File: config.mk
export PLATFORM = sky130hd
export DESIGN_NAME = windowed_charge_alert_monitor
export DESIGN_NICKNAME = d
export VERILOG_FILES = /design/src/wcam_pkg.sv /design/src/wcam_ram.sv /design/src/wcam_cfg.sv /design/src/wcam_eval.sv /design/src/windowed_charge_alert_monitor.sv
export SDC_FILE = /design/constraint.sdc
export NUM_CORES = 2
export LEC_CHECK = 0
export BUFFER_PORTS_ARGS = -buffer_cell sky130_fd_sc_hd__buf_2
export CELL_PAD_IN_SITES_DETAIL_PLACEMENT = 0
export CELL_PAD_IN_SITES_GLOBAL_PLACEMENT = 1
export CORE_UTILIZATION = 54
export CTS_CLUSTER_SIZE = 25
export DETAILED_ROUTE_END_ITERATION = 6
export PLACE_DENSITY = 0.89
export SLEW_MARGIN = 20
export SYNTH_ARGS = -nofsm -noshare
export SYNTH_HDL_FRONTEND = slang
export SYNTH_SLANG_ARGS = --single-unit
File: constraint.sdc
create_clock -name i_clk -period 7.29 [get_ports i_clk]
set_input_delay 0 -clock i_clk [delete_from_list [all_inputs] [get_ports i_clk]]
set_output_delay 0 -clock i_clk [all_outputs]
set_load 0.005 [all_outputs]
File: src/wcam_pkg.sv
// Shared types and register codes for the windowed charge alert monitor.
// No dependencies; the other files that use it refer to this package by scoped names.
`default_nettype none

package wcam_pkg;

    // One monitoring tick as it travels on tdata and as it sits in the ring memory.
    // The first field is the highest one.
    typedef struct packed {
        logic [15:0] temp_b;   // signed hundredths of a degree
        logic [15:0] temp_a;   // signed hundredths of a degree
        logic [15:0] amp;      // milliamps
        logic [15:0] volt;     // millivolts
    } t_sample;

    localparam int SAMPLE_W = $bits(t_sample);

    // One result word; flag_overvoltage sits in bit 0.
    typedef struct packed {
        logic window_ready;
        logic halted;
        logic alert_now;
        logic flag_full;
        logic flag_overtemp;
        logic flag_overcurrent;
        logic flag_overvoltage;
    } t_result;

    localparam int RESULT_W = $bits(t_result);
    localparam int OUT_DATA_W = ((RESULT_W + 7) / 8) * 8;

    // Configuration register indexes
    localparam int CFG_IDX_W = 3;
    typedef enum logic [CFG_IDX_W-1:0] {
        CFG_OV_LIMIT   = 3'd0,
        CFG_OC_LIMIT   = 3'd1,
        CFG_OT_LIMIT   = 3'd2,
        CFG_FULL_MIN_V = 3'd3,
        CFG_FULL_MAX_I = 3'd4,
        CFG_FULL_CHECK = 3'd5
    } t_cfg_idx;

    localparam logic [15:0] FULL_CHECK_RESET = 16'd10;
    localparam logic [15:0] RUN_COUNT_MAX    = 16'hFFFF;

    // Full-charge qualification settings, used as they are written
    typedef struct packed {
        logic [15:0] min_volt;
        logic [15:0] max_amp;
        logic [15:0] check_limit;
    } t_full_cfg;

endpackage

`default_nettype wire

File: src/wcam_ram.sv
// Generic single-write, single-read synchronous RAM with registered read data.
// No dependencies.
`default_nettype none

module wcam_ram #(
    parameter int WIDTH = 64,
    parameter int DEPTH = 16
) (
    input  wire logic                     i_clk,
    input  wire logic                     i_we,
    input  wire logic [$clog2(DEPTH)-1:0] i_waddr,
    input  wire logic [WIDTH-1:0]         i_wdata,
    input  wire logic                     i_re,
    input  wire logic [$clog2(DEPTH)-1:0] i_raddr,
    output logic      [WIDTH-1:0]         o_rdata
);

    logic [WIDTH-1:0] r_mem [DEPTH];

    // Write port
    always_ff @(posedge i_clk) begin
        if (i_we) begin
            r_mem[i_waddr] <= i_wdata;
        end
    end

    // Read port, data holds while no read is issued
    always_ff @(posedge i_clk) begin
        if (i_re) begin
            o_rdata <= r_mem[i_raddr];
        end
    end

endmodule

`default_nettype wire

File: src/wcam_cfg.sv
// Configuration registers; average limits are kept as sum thresholds.
// Depends on wcam_pkg.
`default_nettype none

module wcam_cfg #(
    parameter int WINDOW = 16,
    parameter int SUM_W  = 20
) (
    input  wire logic                          i_clk,
    input  wire logic                          i_rst_n,
    input  wire logic                          i_wr,
    input  wire logic [wcam_pkg::CFG_IDX_W-1:0] i_idx,
    input  wire logic [15:0]                   i_data,
    output logic      [SUM_W-1:0]              o_thr_volt,
    output logic      [SUM_W-1:0]              o_thr_amp,
    output logic signed [SUM_W-1:0]            o_thr_temp,
    output wcam_pkg::t_full_cfg                o_full
);

    localparam int SW1 = SUM_W + 1;
    // floor(sum / WINDOW) > L  is the same as  sum > L * WINDOW + WINDOW - 1
    localparam logic [SUM_W-1:0] THR_RESET = SUM_W'(WINDOW - 1);

    logic [SUM_W-1:0]        n_thr_u;
    logic signed [SUM_W-1:0] n_thr_s;

    assign n_thr_u = SUM_W'(SW1'(i_data) * SW1'(WINDOW) + SW1'(WINDOW - 1));
    assign n_thr_s = SUM_W'(SW1'(signed'(i_data)) * SW1'(WINDOW) + SW1'(WINDOW - 1));

    // Register file
    always_ff @(posedge i_clk) begin
        if (!i_rst_n) begin
            o_thr_volt         <= THR_RESET;
            o_thr_amp          <= THR_RESET;
            o_thr_temp         <= signed'(THR_RESET);
            o_full.min_volt    <= '0;
            o_full.max_amp     <= '0;
            o_full.check_limit <= wcam_pkg::FULL_CHECK_RESET;
        end else if (i_wr) begin
            unique case (i_idx)
                wcam_pkg::CFG_OV_LIMIT:   o_thr_volt         <= n_thr_u;
                wcam_pkg::CFG_OC_LIMIT:   o_thr_amp          <= n_thr_u;
                wcam_pkg::CFG_OT_LIMIT:   o_thr_temp         <= n_thr_s;
                wcam_pkg::CFG_FULL_MIN_V: o_full.min_volt    <= i_data;
                wcam_pkg::CFG_FULL_MAX_I: o_full.max_amp     <= i_data;
                wcam_pkg::CFG_FULL_CHECK: o_full.check_limit <= i_data;
                default: ;  // unused index, write dropped
            endcase
        end
    end

endmodule

`default_nettype wire

File: src/wcam_eval.sv
// Running sums, fill tracking, limit checks, full-charge run count and alert state.
// Depends on wcam_pkg.
`default_nettype none

module wcam_eval #(
    parameter int WINDOW = 16,
    parameter int SUM_W  = 20,
    parameter int AW     = 4
) (
    input  wire logic                 i_clk,
    input  wire logic                 i_rst_n,
    input  wire logic                 i_go,       // item leaves the update stage
    input  wire wcam_pkg::t_sample    i_sample,
    input  wire logic                 i_chg,
    input  wire wcam_pkg::t_sample    i_old,      // ring entry being replaced
    input  wire logic [AW-1:0]        i_pos,
    input  wire logic [SUM_W-1:0]     i_thr_volt,
    input  wire logic [SUM_W-1:0]     i_thr_amp,
    input  wire logic signed [SUM_W-1:0] i_thr_temp,
    input  wire wcam_pkg::t_full_cfg  i_full,
    output logic                      o_wr,       // write new sample to the ring
    output wcam_pkg::t_result         o_result
);

    logic [SUM_W-1:0]        r_vsum, r_asum;
    logic signed [SUM_W-1:0] r_tasum, r_tbsum;
    logic                    r_filled;
    logic [15:0]             r_run_cnt;
    logic [3:0]              r_bits;
    logic                    r_alerted;

    logic [SUM_W-1:0]        n_vsum, n_asum;
    logic signed [SUM_W-1:0] n_tasum, n_tbsum;
    logic                    n_filled;
    logic [15:0]             n_run_cnt;
    logic [3:0]              n_bits;
    wcam_pkg::t_sample       sub;
    logic [15:0]             cnt_inc;
    logic                    qual, v_hi, a_hi, t_hi, full_hit, entered;

    assign o_wr = i_go && !r_alerted;

    // Old entries only leave the sums once the ring has filled
    assign sub = r_filled ? i_old : '0;

    assign n_vsum  = r_vsum - SUM_W'(sub.volt) + SUM_W'(i_sample.volt);
    assign n_asum  = r_asum - SUM_W'(sub.amp) + SUM_W'(i_sample.amp);
    assign n_tasum = r_tasum - SUM_W'(signed'(sub.temp_a)) + SUM_W'(signed'(i_sample.temp_a));
    assign n_tbsum = r_tbsum - SUM_W'(signed'(sub.temp_b)) + SUM_W'(signed'(i_sample.temp_b));

    assign n_filled = r_filled || (i_pos == AW'(WINDOW - 1));

    // Limit checks on the averages, folded into sum thresholds
    assign v_hi = n_vsum > i_thr_volt;
    assign a_hi = n_asum > i_thr_amp;
    assign t_hi = (n_tasum > i_thr_temp) || (n_tbsum > i_thr_temp);

    // Full-charge run count, saturating
    assign qual    = (i_sample.volt > i_full.min_volt) && (i_sample.amp < i_full.max_amp);
    assign cnt_inc = (r_run_cnt != wcam_pkg::RUN_COUNT_MAX) ? r_run_cnt + 16'd1 : r_run_cnt;
    assign full_hit = i_chg && qual && (cnt_inc > i_full.check_limit);

    always_comb begin
        n_run_cnt = r_run_cnt;
        n_bits    = r_bits;
        if (n_filled) begin
            if (i_chg) begin
                n_run_cnt = qual ? cnt_inc : '0;
            end
            n_bits = r_bits | {full_hit, t_hi, a_hi, v_hi};
        end
    end

    assign entered = !r_alerted && n_filled && (n_bits != '0);

    // Result for this item; a halted block reports its held state
    always_comb begin
        if (r_alerted) begin
            o_result.flag_overvoltage = r_bits[0];
            o_result.flag_overcurrent = r_bits[1];
            o_result.flag_overtemp    = r_bits[2];
            o_result.flag_full        = r_bits[3];
            o_result.alert_now        = 1'b0;
            o_result.halted           = 1'b1;
            o_result.window_ready     = r_filled;
        end else begin
            o_result.flag_overvoltage = n_bits[0];
            o_result.flag_overcurrent = n_bits[1];
            o_result.flag_overtemp    = n_bits[2];
            o_result.flag_full        = n_bits[3];
            o_result.alert_now        = entered;
            o_result.halted           = entered;
            o_result.window_ready     = n_filled;
        end
    end

    // State update
    always_ff @(posedge i_clk) begin
        if (!i_rst_n) begin
            r_vsum    <= '0;
            r_asum    <= '0;
            r_tasum   <= '0;
            r_tbsum   <= '0;
            r_filled  <= 1'b0;
            r_run_cnt <= '0;
            r_bits    <= '0;
            r_alerted <= 1'b0;
        end else if (o_wr) begin
            r_vsum    <= n_vsum;
            r_asum    <= n_asum;
            r_tasum   <= n_tasum;
            r_tbsum   <= n_tbsum;
            r_filled  <= n_filled;
            r_run_cnt <= n_run_cnt;
            r_bits    <= n_bits;
            r_alerted <= entered;
        end
    end

endmodule

`default_nettype wire

File: src/windowed_charge_alert_monitor.sv
// Windowed charge alert monitor top; depends on wcam_pkg, wcam_ram, wcam_cfg, wcam_eval.
// An accepted word is held in the update stage register; as it leaves that stage, the sums
// update, it is written back to the ring and its result word goes to the output register.
// Throughput: one word per cycle unless the result stream stalls; ring read at accept.
// Reset (synchronous, active low) clears sums, counters, flags and fill state;
// the ring memory is not cleared, the fill flag keeps unwritten entries unused.
`default_nettype none

module windowed_charge_alert_monitor #(
    parameter int WINDOW = 16
) (
    input  wire logic                              i_clk,
    input  wire logic                              i_rst_n,
    // input stream
    input  wire logic                              s_axis_tvalid,
    output logic                                   s_axis_tready,
    input  wire logic [wcam_pkg::SAMPLE_W-1:0]     s_axis_tdata,  // volt, amp, temp_a, temp_b
    input  wire logic                              s_axis_tuser,  // charging
    // result stream
    output logic                                   m_axis_tvalid,
    input  wire logic                              m_axis_tready,
    // flag_overvoltage, flag_overcurrent, flag_overtemp, flag_full,
    // alert_now, halted, window_ready, zero pad
    output logic      [wcam_pkg::OUT_DATA_W-1:0]   m_axis_tdata,
    // configuration writes
    input  wire logic                              i_cfg_valid,
    output logic                                   o_cfg_ready,
    input  wire logic [wcam_pkg::CFG_IDX_W-1:0]    i_cfg_addr,
    input  wire logic [15:0]                       i_cfg_data
);

    localparam int AW    = $clog2(WINDOW);
    localparam int SUM_W = 16 + $clog2(WINDOW);

    logic                    accept, s1_go, ring_wr;
    logic [AW-1:0]           r_rd_pos;
    logic                    r_s1_valid;
    wcam_pkg::t_sample       r_s1_sample;
    logic                    r_s1_chg;
    logic [AW-1:0]           r_s1_pos;
    wcam_pkg::t_sample       ring_old;
    logic [wcam_pkg::SAMPLE_W-1:0] ring_rdata;
    logic                    r_out_valid;
    wcam_pkg::t_result       r_out;
    wcam_pkg::t_result       result;
    logic [SUM_W-1:0]        thr_volt, thr_amp;
    logic signed [SUM_W-1:0] thr_temp;
    wcam_pkg::t_full_cfg     full_cfg;

    // Handshakes
    assign s1_go         = r_s1_valid && (!r_out_valid || m_axis_tready);
    assign s_axis_tready = !r_s1_valid || s1_go;
    assign accept        = s_axis_tvalid && s_axis_tready;
    assign o_cfg_ready   = 1'b1;

    // Ring read pointer, one step per accepted word
    always_ff @(posedge i_clk) begin
        if (!i_rst_n) begin
            r_rd_pos <= '0;
        end else if (accept) begin
            r_rd_pos <= (r_rd_pos == AW'(WINDOW - 1)) ? '0 : r_rd_pos + AW'(1);
        end
    end

    // Update stage control
    always_ff @(posedge i_clk) begin
        if (!i_rst_n) begin
            r_s1_valid <= 1'b0;
        end else if (accept) begin
            r_s1_valid <= 1'b1;
        end else if (s1_go) begin
            r_s1_valid <= 1'b0;
        end
    end

    // Update stage payload
    always_ff @(posedge i_clk) begin
        if (accept) begin
            r_s1_sample <= s_axis_tdata;
            r_s1_chg    <= s_axis_tuser;
            r_s1_pos    <= r_rd_pos;
        end
    end

    // Ring memory, all four channels in one word
    wcam_ram #(
        .WIDTH (wcam_pkg::SAMPLE_W),
        .DEPTH (WINDOW)
    ) u_ring (
        .i_clk   (i_clk),
        .i_we    (ring_wr),
        .i_waddr (r_s1_pos),
        .i_wdata (r_s1_sample),
        .i_re    (accept),
        .i_raddr (r_rd_pos),
        .o_rdata (ring_rdata)
    );

    assign ring_old = ring_rdata;

    wcam_cfg #(
        .WINDOW (WINDOW),
        .SUM_W  (SUM_W)
    ) u_cfg (
        .i_clk      (i_clk),
        .i_rst_n    (i_rst_n),
        .i_wr       (i_cfg_valid),
        .i_idx      (i_cfg_addr),
        .i_data     (i_cfg_data),
        .o_thr_volt (thr_volt),
        .o_thr_amp  (thr_amp),
        .o_thr_temp (thr_temp),
        .o_full     (full_cfg)
    );

    wcam_eval #(
        .WINDOW (WINDOW),
        .SUM_W  (SUM_W),
        .AW     (AW)
    ) u_eval (
        .i_clk      (i_clk),
        .i_rst_n    (i_rst_n),
        .i_go       (s1_go),
        .i_sample   (r_s1_sample),
        .i_chg      (r_s1_chg),
        .i_old      (ring_old),
        .i_pos      (r_s1_pos),
        .i_thr_volt (thr_volt),
        .i_thr_amp  (thr_amp),
        .i_thr_temp (thr_temp),
        .i_full     (full_cfg),
        .o_wr       (ring_wr),
        .o_result   (result)
    );

    // Output register
    always_ff @(posedge i_clk) begin
        if (!i_rst_n) begin
            r_out_valid <= 1'b0;
        end else if (s1_go) begin
            r_out_valid <= 1'b1;
        end else if (m_axis_tready) begin
            r_out_valid <= 1'b0;
        end
    end

    always_ff @(posedge i_clk) begin
        if (s1_go) begin
            r_out <= result;
        end
    end

    assign m_axis_tvalid = r_out_valid;
    assign m_axis_tdata  = wcam_pkg::OUT_DATA_W'(r_out);

endmodule

`default_nettype wire
# Yosys cells after proc, flatten, opt, wreduce, memory -nomap -nowiden
# Memory sizes are Yosys's and may differ from the RTL's. A register that Yosys moved wholly into a read port is not among the register bits.
# Cells that the tools add are included.
dict set report word_totals {
  ff_bits 292
  ramBits 1024
  in_bits 89
  output_inout_bits 11
  mem_count 1
}
# name words width rd rd_ports_with_merged_regs write_ports line
set memory_table {}
lappend memory_table {u_ring.r_mem 16 64 1 1 1 wcam_ram.sv:18} ;# logic [WIDTH-1:0] r_mem [DEPTH];
dict set report op_classes {
  addsub 12
  magnitude_cmp 7
  n_eq_ne 8
  n_mux 12
  n_bitwise 1
  reduce_logical 26
}
# op count
set ops {}
lappend ops {{adder 20 x 16 -> 20 bit} 4}
lappend ops {{greater-than comparator 20 bit} 4}
lappend ops {{subtractor 20 x 16 -> 20 bit} 4}
lappend ops {{2-to-1 mux 64 bit} 1}
lappend ops {{greater-than comparator 16 bit} 2}
lappend ops {{2-to-1 mux 16 bit} 2}
lappend ops {{adder 20 x 4 -> 20 bit (second input constant)} 1}
lappend ops {{adder 20 x 5 -> 20 bit (second input constant)} 1}
lappend ops {{adder 16 x 1 -> 16 bit (second input constant)} 1}
lappend ops {{less-than comparator 16 bit} 1}
lappend ops {{!= test 16 bit (second input constant)} 1}
lappend ops {{AND reduction 2 bit} 6}
lappend ops {{equality test 4 bit (second input constant)} 2}
lappend ops {{logical AND 1 bit} 8}
lappend ops {{2-to-1 mux 4 bit} 2}
lappend ops {{2-to-1 mux 7 bit} 1}
lappend ops {{equality test 3 x 2 -> 1 bit (second input constant)} 2}
lappend ops {{equality test 3 bit (second input constant)} 2}
lappend ops {{2-to-1 mux 1 bit} 6}
lappend ops {{adder 4 x 1 -> 4 bit (second input constant)} 1}
lappend ops {{logical OR 1 bit} 4}
lappend ops {{bitwise OR 4 bit} 1}
lappend ops {{nonzero test 2 bit} 2}
lappend ops {{nonzero test 4 bit} 1}
lappend ops {{other kinds (4)} 6}

# Logic depth before layout (Yosys ltp)
dict set report depth {
  ltp_word 10
  depth_mapped 23
}

# Cells and area by module
# A second synthesis with hierarchy kept.
dict set report hier_totals {
  hier_cells 3924
  area_unflattened_um2 59952.5
}
# module n_inst cells_each area_per_inst_um2 seq_area_each_um2
set modules_own_cells {}
lappend modules_own_cells {wcam_ram 1 1647 40222.3 32671.3}
lappend modules_own_cells {wcam_eval 1 1813 13534.2 2042.0}
lappend modules_own_cells {wcam_cfg 1 350 3603.5 1921.8}
lappend modules_own_cells {windowed_charge_alert_monitor 1 114 2592.5 2402.3}

# Least setup slack after synthesis
# Ideal clock, no wire load.
dict set report synth_path {
  path_kind {register to register}
  from {register r_out_valid (netlist: m_axis_tvalid)}
  to {memory u_ring.r_mem[0][0] (enable)}
  setup_ps 565
  arrival_ps 6109
  required_ps 6725
  slack_ps 617
  stages_incl_launch_ff 8
  period_less_slack_ps 6673
  cell_sequence {dfxtp_1 nor2b_1 nor2b_1 nand2b_1 clkbuf_1 clkbuf_1 or3_1 nor3_1}
}
dict set report synth_between {
  elab_chain_len 6
}
# element line
set synth_lines {}
lappend synth_lines {{from (decl)} windowed_charge_alert_monitor.sv:43} ;# logic r_out_valid;
lappend synth_lines {{from (signal assigned)} windowed_charge_alert_monitor.sv:139} ;# r_out_valid <= 1'b0;
lappend synth_lines {{from (signal assigned)} windowed_charge_alert_monitor.sv:141} ;# r_out_valid <= 1'b1;
lappend synth_lines {{from (signal assigned)} windowed_charge_alert_monitor.sv:143} ;# r_out_valid <= 1'b0;
lappend synth_lines {{logical NOT 1 bit} windowed_charge_alert_monitor.sv:51} ;# assign s1_go = r_s1_valid && (!r_out_valid || m_axis_tready);
lappend synth_lines {{logical OR 1 bit} windowed_charge_alert_monitor.sv:51}
lappend synth_lines {{logical AND 1 bit} windowed_charge_alert_monitor.sv:51}
lappend synth_lines {{named net s1_go} windowed_charge_alert_monitor.sv:35} ;# logic accept, s1_go, ring_wr;
lappend synth_lines {{logical AND 1 bit} wcam_eval.sv:41} ;# assign o_wr = i_go && !r_alerted;
lappend synth_lines {{2-to-1 mux 1 bit} wcam_ram.sv:22} ;# if (i_we) begin
lappend synth_lines {{2-to-1 mux 1 bit (implied by the code)} wcam_ram.sv:23} ;# r_mem[i_waddr] <= i_wdata;
lappend synth_lines {{to (decl)} wcam_ram.sv:18}
# The timed path passes the listed nets, and every way through them passes these cells.

# Final worst setup path
dict set report layout_path {
  from {register r_s1_sample[33] in the netlist's numbering}
  to {register r_out, in the netlist m_axis_tdata[5] (data pin)}
}
dict set report layout_between {
  elab_chain_len 7
}
# element line
set layout_lines {}
lappend layout_lines {{from (decl)} windowed_charge_alert_monitor.sv:38} ;# wcam_pkg::t_sample r_s1_sample;
lappend layout_lines {{from (signal assigned)} windowed_charge_alert_monitor.sv:79} ;# r_s1_sample <= s_axis_tdata;
lappend layout_lines {{adder 20 x 16 -> 20 bit} wcam_eval.sv:48} ;# assign n_tasum = r_tasum - SUM_W'(signed'(sub.temp_a)) + SUM_W'(signed'(i_sample.temp_a));
lappend layout_lines {{named net u_eval.n_tasum[18]} wcam_eval.sv:33} ;# logic signed [SUM_W-1:0] n_tasum, n_tbsum;
lappend layout_lines {{greater-than comparator 20 bit} wcam_eval.sv:56} ;# assign t_hi = (n_tasum > i_thr_temp) || (n_tbsum > i_thr_temp);
lappend layout_lines {{logical OR 1 bit} wcam_eval.sv:56}
lappend layout_lines {{bitwise OR 4 bit} wcam_eval.sv:70} ;# n_bits = r_bits | {full_hit, t_hi, a_hi, v_hi};
lappend layout_lines {{2-to-1 mux 4 bit} wcam_eval.sv:66} ;# if (n_filled) begin
lappend layout_lines {{nonzero test 4 bit} wcam_eval.sv:74} ;# assign entered = !r_alerted && n_filled && (n_bits != '0);
lappend layout_lines {{logical AND 1 bit} wcam_eval.sv:74}
lappend layout_lines {{to (signal assigned)} windowed_charge_alert_monitor.sv:149} ;# r_out <= result;
lappend layout_lines {{to (decl)} windowed_charge_alert_monitor.sv:44} ;# wcam_pkg::t_result r_out;
# The timed path passes the listed nets, and every way through them passes these cells.
# A chain may end at the register's enable or synchronous reset.

==> results.env <==
RUN_STATUS='finished, final reports clean'
IO_BUFFERS=97
REG2REG_FROM='r_s1_sample[33]'
ASYNC_FLOP_SHARE_PCT=0
DRT_PRE_ANTENNA_ITERS=7
DP_HPWL_MM=83.3
STARTING_DENSITY_OF_THE_CORE_PCT=54.5
POST_DP_CELL_AREA_UM2=61700
AREA_SHARE_OF_THE_LEADING_CELL_TYPE_IN_THE_SYNTHESIZED_NETLIST_PCT=58.9
FINAL_CELLS=5642
CTS_TREE='done'
CHIPWIDTH_UM=334
POWER_DENSITY_nW_PER_UM2=280
SYNTH-SEQ-CELLS=1368
SYNTH_CELL_TYPE_COUNT=81
YOSYS_WARNINGS=0
SYNTH-EDFF-COUNT=1164
DOMINANT_COMBINATIONAL_CELL_FAMILY_BY_AREA_AFTER_SYNTHESIS='multiplexers'
SYNTH_AREA_LEADERS='sky130_fd_sc_hd__edfxtp_1 59%, sky130_fd_sc_hd__mux4_2 12%, sky130_fd_sc_hd__dfxtp_1 6.9%, sky130_fd_sc_hd__ha_1 4.1%, sky130_fd_sc_hd__inv_1 2.4%'
HOLD_STARTPOINT='s_axis_tdata[63]'
FINAL-SETUP-VIOL-COUNT=0
WORST_SLEW_PIN_SLEW_NS=1.09
FINAL_MAX_SLEW_VIOL_COUNT=0
WEIGHTED_CONGESTION_AT_THE_END_OF_ROUTABILITY_DRIVEN_GLOBAL_PLACEMENT=0.881
FINAL_LAYOUT_SIZE_SUFFIX_GT1_SHARE_PCT=17.4
SYNTHESIS.INSTANCES=3811
DIEHEIGHT_UM=334
SEQUENTIAL_SHARE_OF_THE_SYNTHESIZED_AREA_PCT=65.7
CLOCK_LATENCY_LATE_SINK_NS=0.76
DP_CELLS=5238
FINALINSTANCEAREA_UM2=67900
DRTITER0DRC=3840
CRIT_PATH_START='r_s1_sample[33]'
RSZ_0062_RAISED_AFTER_GLOBAL_ROUTING='no'
LAYOUT_AREA_GROWTH_OVER_SYNTHESIS_PCT=14.3
TRITONCTS_NUM_SINKS=1368
CLK_PATH_BUF_DEPTH=3
PIN_COUNT=100
POST-ROUTE-PERIOD-UTIL_PCT=82.4
SYNTH_TOP_FLOP_CELL='sky130_fd_sc_hd__edfxtp_1'
CLOCK-ROOT-BUFFER='sky130_fd_sc_hd__clkbuf_16'
TIMING.CRITICAL_PATH.REQUIRED_NS=7.79
LEAKAGE_DISSIPATION_uW=0.0232
CTS.HTREE.LEVELS=4
YOSYS-MUX-AREA-FRACTION_PCT=12.2
CLK_PIN_SLEW_NS=0.06
OVERFLOW=0
POSTSYNTHNETCOUNT=4165
MAXCLOCKFREQUENCY_MHz=166
FP-ROW-COUNT=121
NETS=4472
R2R_SLACK_NS=1.28
HOLD_VIOL=0
SYNTH_SIMPLE_GATE_AREA_SHARE_PCT=5.75
POST_SYNTH_INSTANCE_AREA_UM2=59400
VDD_IR_DROP_MAX_uV=241
R2R.WORST_PATH.CELLS=19
TIMING.HOLD.WORST.CLASS='primary input to flip-flop'
ROUTE.DETAILED.WL_PER_INST_UM=26.1
GLOBAL_ROUTE.USAGE.TOTAL_PCT=26.8
WORSTHOLDENDPOINT='r_s1_sample[63]'
SYNTH-ADDER-AREA-SHARE_PCT=6.47
OVERALL_DIE_AREA_UM2=111000
DR_TOTAL_VIAS=34300
WORST-ENDPOINT-ARRIVAL_NS=6.51
MAX_CAP_VIOLATIONS=0
FIN_SETUP_TNS_NS=0
YOSYS.AREA_SHARE.XOR_XNOR_PCT=1.32
GRT_FIRST_PASS_WIRELENGTH_MM=219
SETUP.WORST_PATH.START_CLASS='flip-flop'
FINAL_CELL_MIX='1164 x sky130_fd_sc_hd__edfxtp_1, 383 x sky130_fd_sc_hd__nand2_1, 382 x sky130_fd_sc_hd__inv_1'
END_KIND='flip-flop'
WHS_PATH_DEPTH=2
R2R_END='m_axis_tdata[5]'
WORST_SETUP_PATH_CLASS='flip-flop to flip-flop'
FINCLKSKEW_NS=0.0281
SYNTH_COMPOUND_GATE_AREA_SHARE_PCT=5.04
PIN_COUNT_OF_THE_BIGGEST_NET_ENTERING_GLOBAL_ROUTING=158
DETAIL_ROUTE.DRC_VIOLATIONS=0
DETAIL_ROUTE.VIAS_PER_CELL=6.09
SYNTH_TOP_CELL_BY_AREA='sky130_fd_sc_hd__edfxtp_1'
SLEW_HEADROOM_PCT=26.9
INITIAL_ANTENNA_VIOLATION_COUNT=3
DIODES=0
CTS_INSERTED_BUFFERS=140
FINAL.MIN_CLOCK_PERIOD_NS=6.01
WL_MM=147
CORE_UM2=109000
VIAS_IN_THE_FIRST_GLOBAL_ROUTE=34700
LAYOUT.CELLS.MOST_COMMON='sky130_fd_sc_hd__edfxtp_1'
WORST-PATH-MAX-FANOUT=17
ROUTE.ANTENNA.REMAINING_NETS=0
SYN_AREA_PER_CELL_UM2=15.6
POST_CTS_RESIZE_COUNT=0
## flip-flops by register name (all words and copies together) (netlist names), 4 cells and up
signal and cells:
u_ring.r_mem 1024, r_s1_sample 64, u_ring.o_rdata 64, u_cfg.o_full 48, u_eval.r_asum 20, u_eval.r_tasum 20
u_eval.r_tbsum 20, u_eval.r_vsum 20, u_cfg.o_thr_amp 16, u_cfg.o_thr_temp 16, u_cfg.o_thr_volt 16, u_eval.r_run_cnt 16
m_axis_tdata 7, r_rd_pos 4, r_s1_pos 4, u_eval.r_bits 4
## stage by stage
step | utilization, % | power, uW | hold slack, ns | setup slack, ns
6_report | 62.3 | 19000 | 0.0308 | 1.28
5_1_grt | 62.3 | 19700 | 0.0336 | 0.828
4_1_cts | 62.3 | 19100 | 0.00659 | 1.32
3_5_place_dp | 56.6 | 11800 | 0.178 | 1.38
3_3_place_gp | 56.6 | 11700 | 0.176 | 1.52
2_1_floorplan | - | 11000 | 0.0989 | 0.617
## logic make-up (layout without fill, tap and decap cells)
kind of cell,Yosys count,after routing
buffers and inverters,534,951
xor gates and xnor gates,88,88
and+or+nand+nor,742,742
AOI/OAI and AO/OA,487,487
muxes,325,325
other,2,2
adders and majority gates,265,265
DFF,1368,1368
## cell type report
type | instances | area [um2]
repair buffers | 316 | 2560
flip-flops and latches | 1368 | 39100
well taps | 1414 | 1770
multi-input cells | 1909 | 18400
inverters | 383 | 1440
fillers | 7604 | 41100
clock buffers | 174 | 3710
clock inverters | 78 | 931
## critical path, cell delays in order (launching register included)
cell	delay, ns
sky130_fd_sc_hd__edfxtp_1	0.65
sky130_fd_sc_hd__inv_1	0.13
sky130_fd_sc_hd__fa_1	0.55
sky130_fd_sc_hd__inv_1	0.06
sky130_fd_sc_hd__fa_1	0.39
sky130_fd_sc_hd__a21o_1	0.19
sky130_fd_sc_hd__a221oi_1	0.57
sky130_fd_sc_hd__o2111ai_1	0.24
sky130_fd_sc_hd__a41oi_1	0.39
sky130_fd_sc_hd__o21ai_0	0.18
sky130_fd_sc_hd__xor2_1	0.20
sky130_fd_sc_hd__ha_1	0.33
sky130_fd_sc_hd__nand4_1	0.09
sky130_fd_sc_hd__or3_1	0.39
sky130_fd_sc_hd__nor3_1	0.15
sky130_fd_sc_hd__a221oi_1	0.10
sky130_fd_sc_hd__o31ai_1	0.17
sky130_fd_sc_hd__o211ai_1	0.46
sky130_fd_sc_hd__a311oi_4	0.41
sky130_fd_sc_hd__o21bai_1	0.11
## routing by layer
metal  global-route usage (%)  routed length, um  up-vias
met2                     43.8              71500     1746
li1                         -                  -    14900
met1                     36.9              58200    17400
met3                     4.23              13300      270
met4                     8.95               4380        2
met5                        0                 10        -
## worst max-delay path by stage
stage | to | slack (ns) | cells after the start
4_1_cts | m_axis_tdata[4] | 1.32 | 19
3_5_place_dp | m_axis_tdata[4] | 1.38 | 19
5_1_grt | m_axis_tdata[5] | 0.83 | 19
6_report | m_axis_tdata[5] | 1.28 | 19
3_3_place_gp | m_axis_tdata[5] | 1.52 | 19
2_1_floorplan | u_ring.r_mem[0][0] | 0.62 | 7
## report_power, final
part	internal [uW]	leakage [uW]	switching, uW
sequential	8680	0.0123	184
clock	4220	0.00226	3040
combinational	1260	0.00874	1600
total	14200	0.0232	4830
## repair_timing
action	4_1_cts	5_1_grt
buffers inserted	0	0
endpoints found under the hold margin	219	0
hold buffers	152	0
## cells in the mapped netlist, types with 5 or more instances
master and number:
sky130_fd_sc_hd__a211oi_1 23, sky130_fd_sc_hd__xnor2_1 62, sky130_fd_sc_hd__xor2_1 25, sky130_fd_sc_hd__nand2b_1 15
sky130_fd_sc_hd__clkbuf_1 103, sky130_fd_sc_hd__o21a_1 18, sky130_fd_sc_hd__nor2b_1 11, sky130_fd_sc_hd__nand4_1 31
sky130_fd_sc_hd__fa_1 70, sky130_fd_sc_hd__ha_1 195, sky130_fd_sc_hd__a21o_1 54, sky130_fd_sc_hd__o211ai_1 11
sky130_fd_sc_hd__buf_2 28, sky130_fd_sc_hd__nor4_1 7, sky130_fd_sc_hd__a31oi_1 10, sky130_fd_sc_hd__nand2_1 383
sky130_fd_sc_hd__nor2_1 94, sky130_fd_sc_hd__mux4_2 320, sky130_fd_sc_hd__o21ai_0 42, sky130_fd_sc_hd__or4_1 6
sky130_fd_sc_hd__nand3_1 48, sky130_fd_sc_hd__o221ai_1 5, sky130_fd_sc_hd__edfxtp_1 1164, sky130_fd_sc_hd__or3_1 10
sky130_fd_sc_hd__nor3_1 36, sky130_fd_sc_hd__dfxtp_1 204, sky130_fd_sc_hd__buf_1 17, sky130_fd_sc_hd__a21oi_1 257
sky130_fd_sc_hd__and2_1 70, sky130_fd_sc_hd__o21bai_1 17, sky130_fd_sc_hd__inv_1 383, sky130_fd_sc_hd__and3_1 11
No activity file was read; power rests on OpenSTA's default activity.
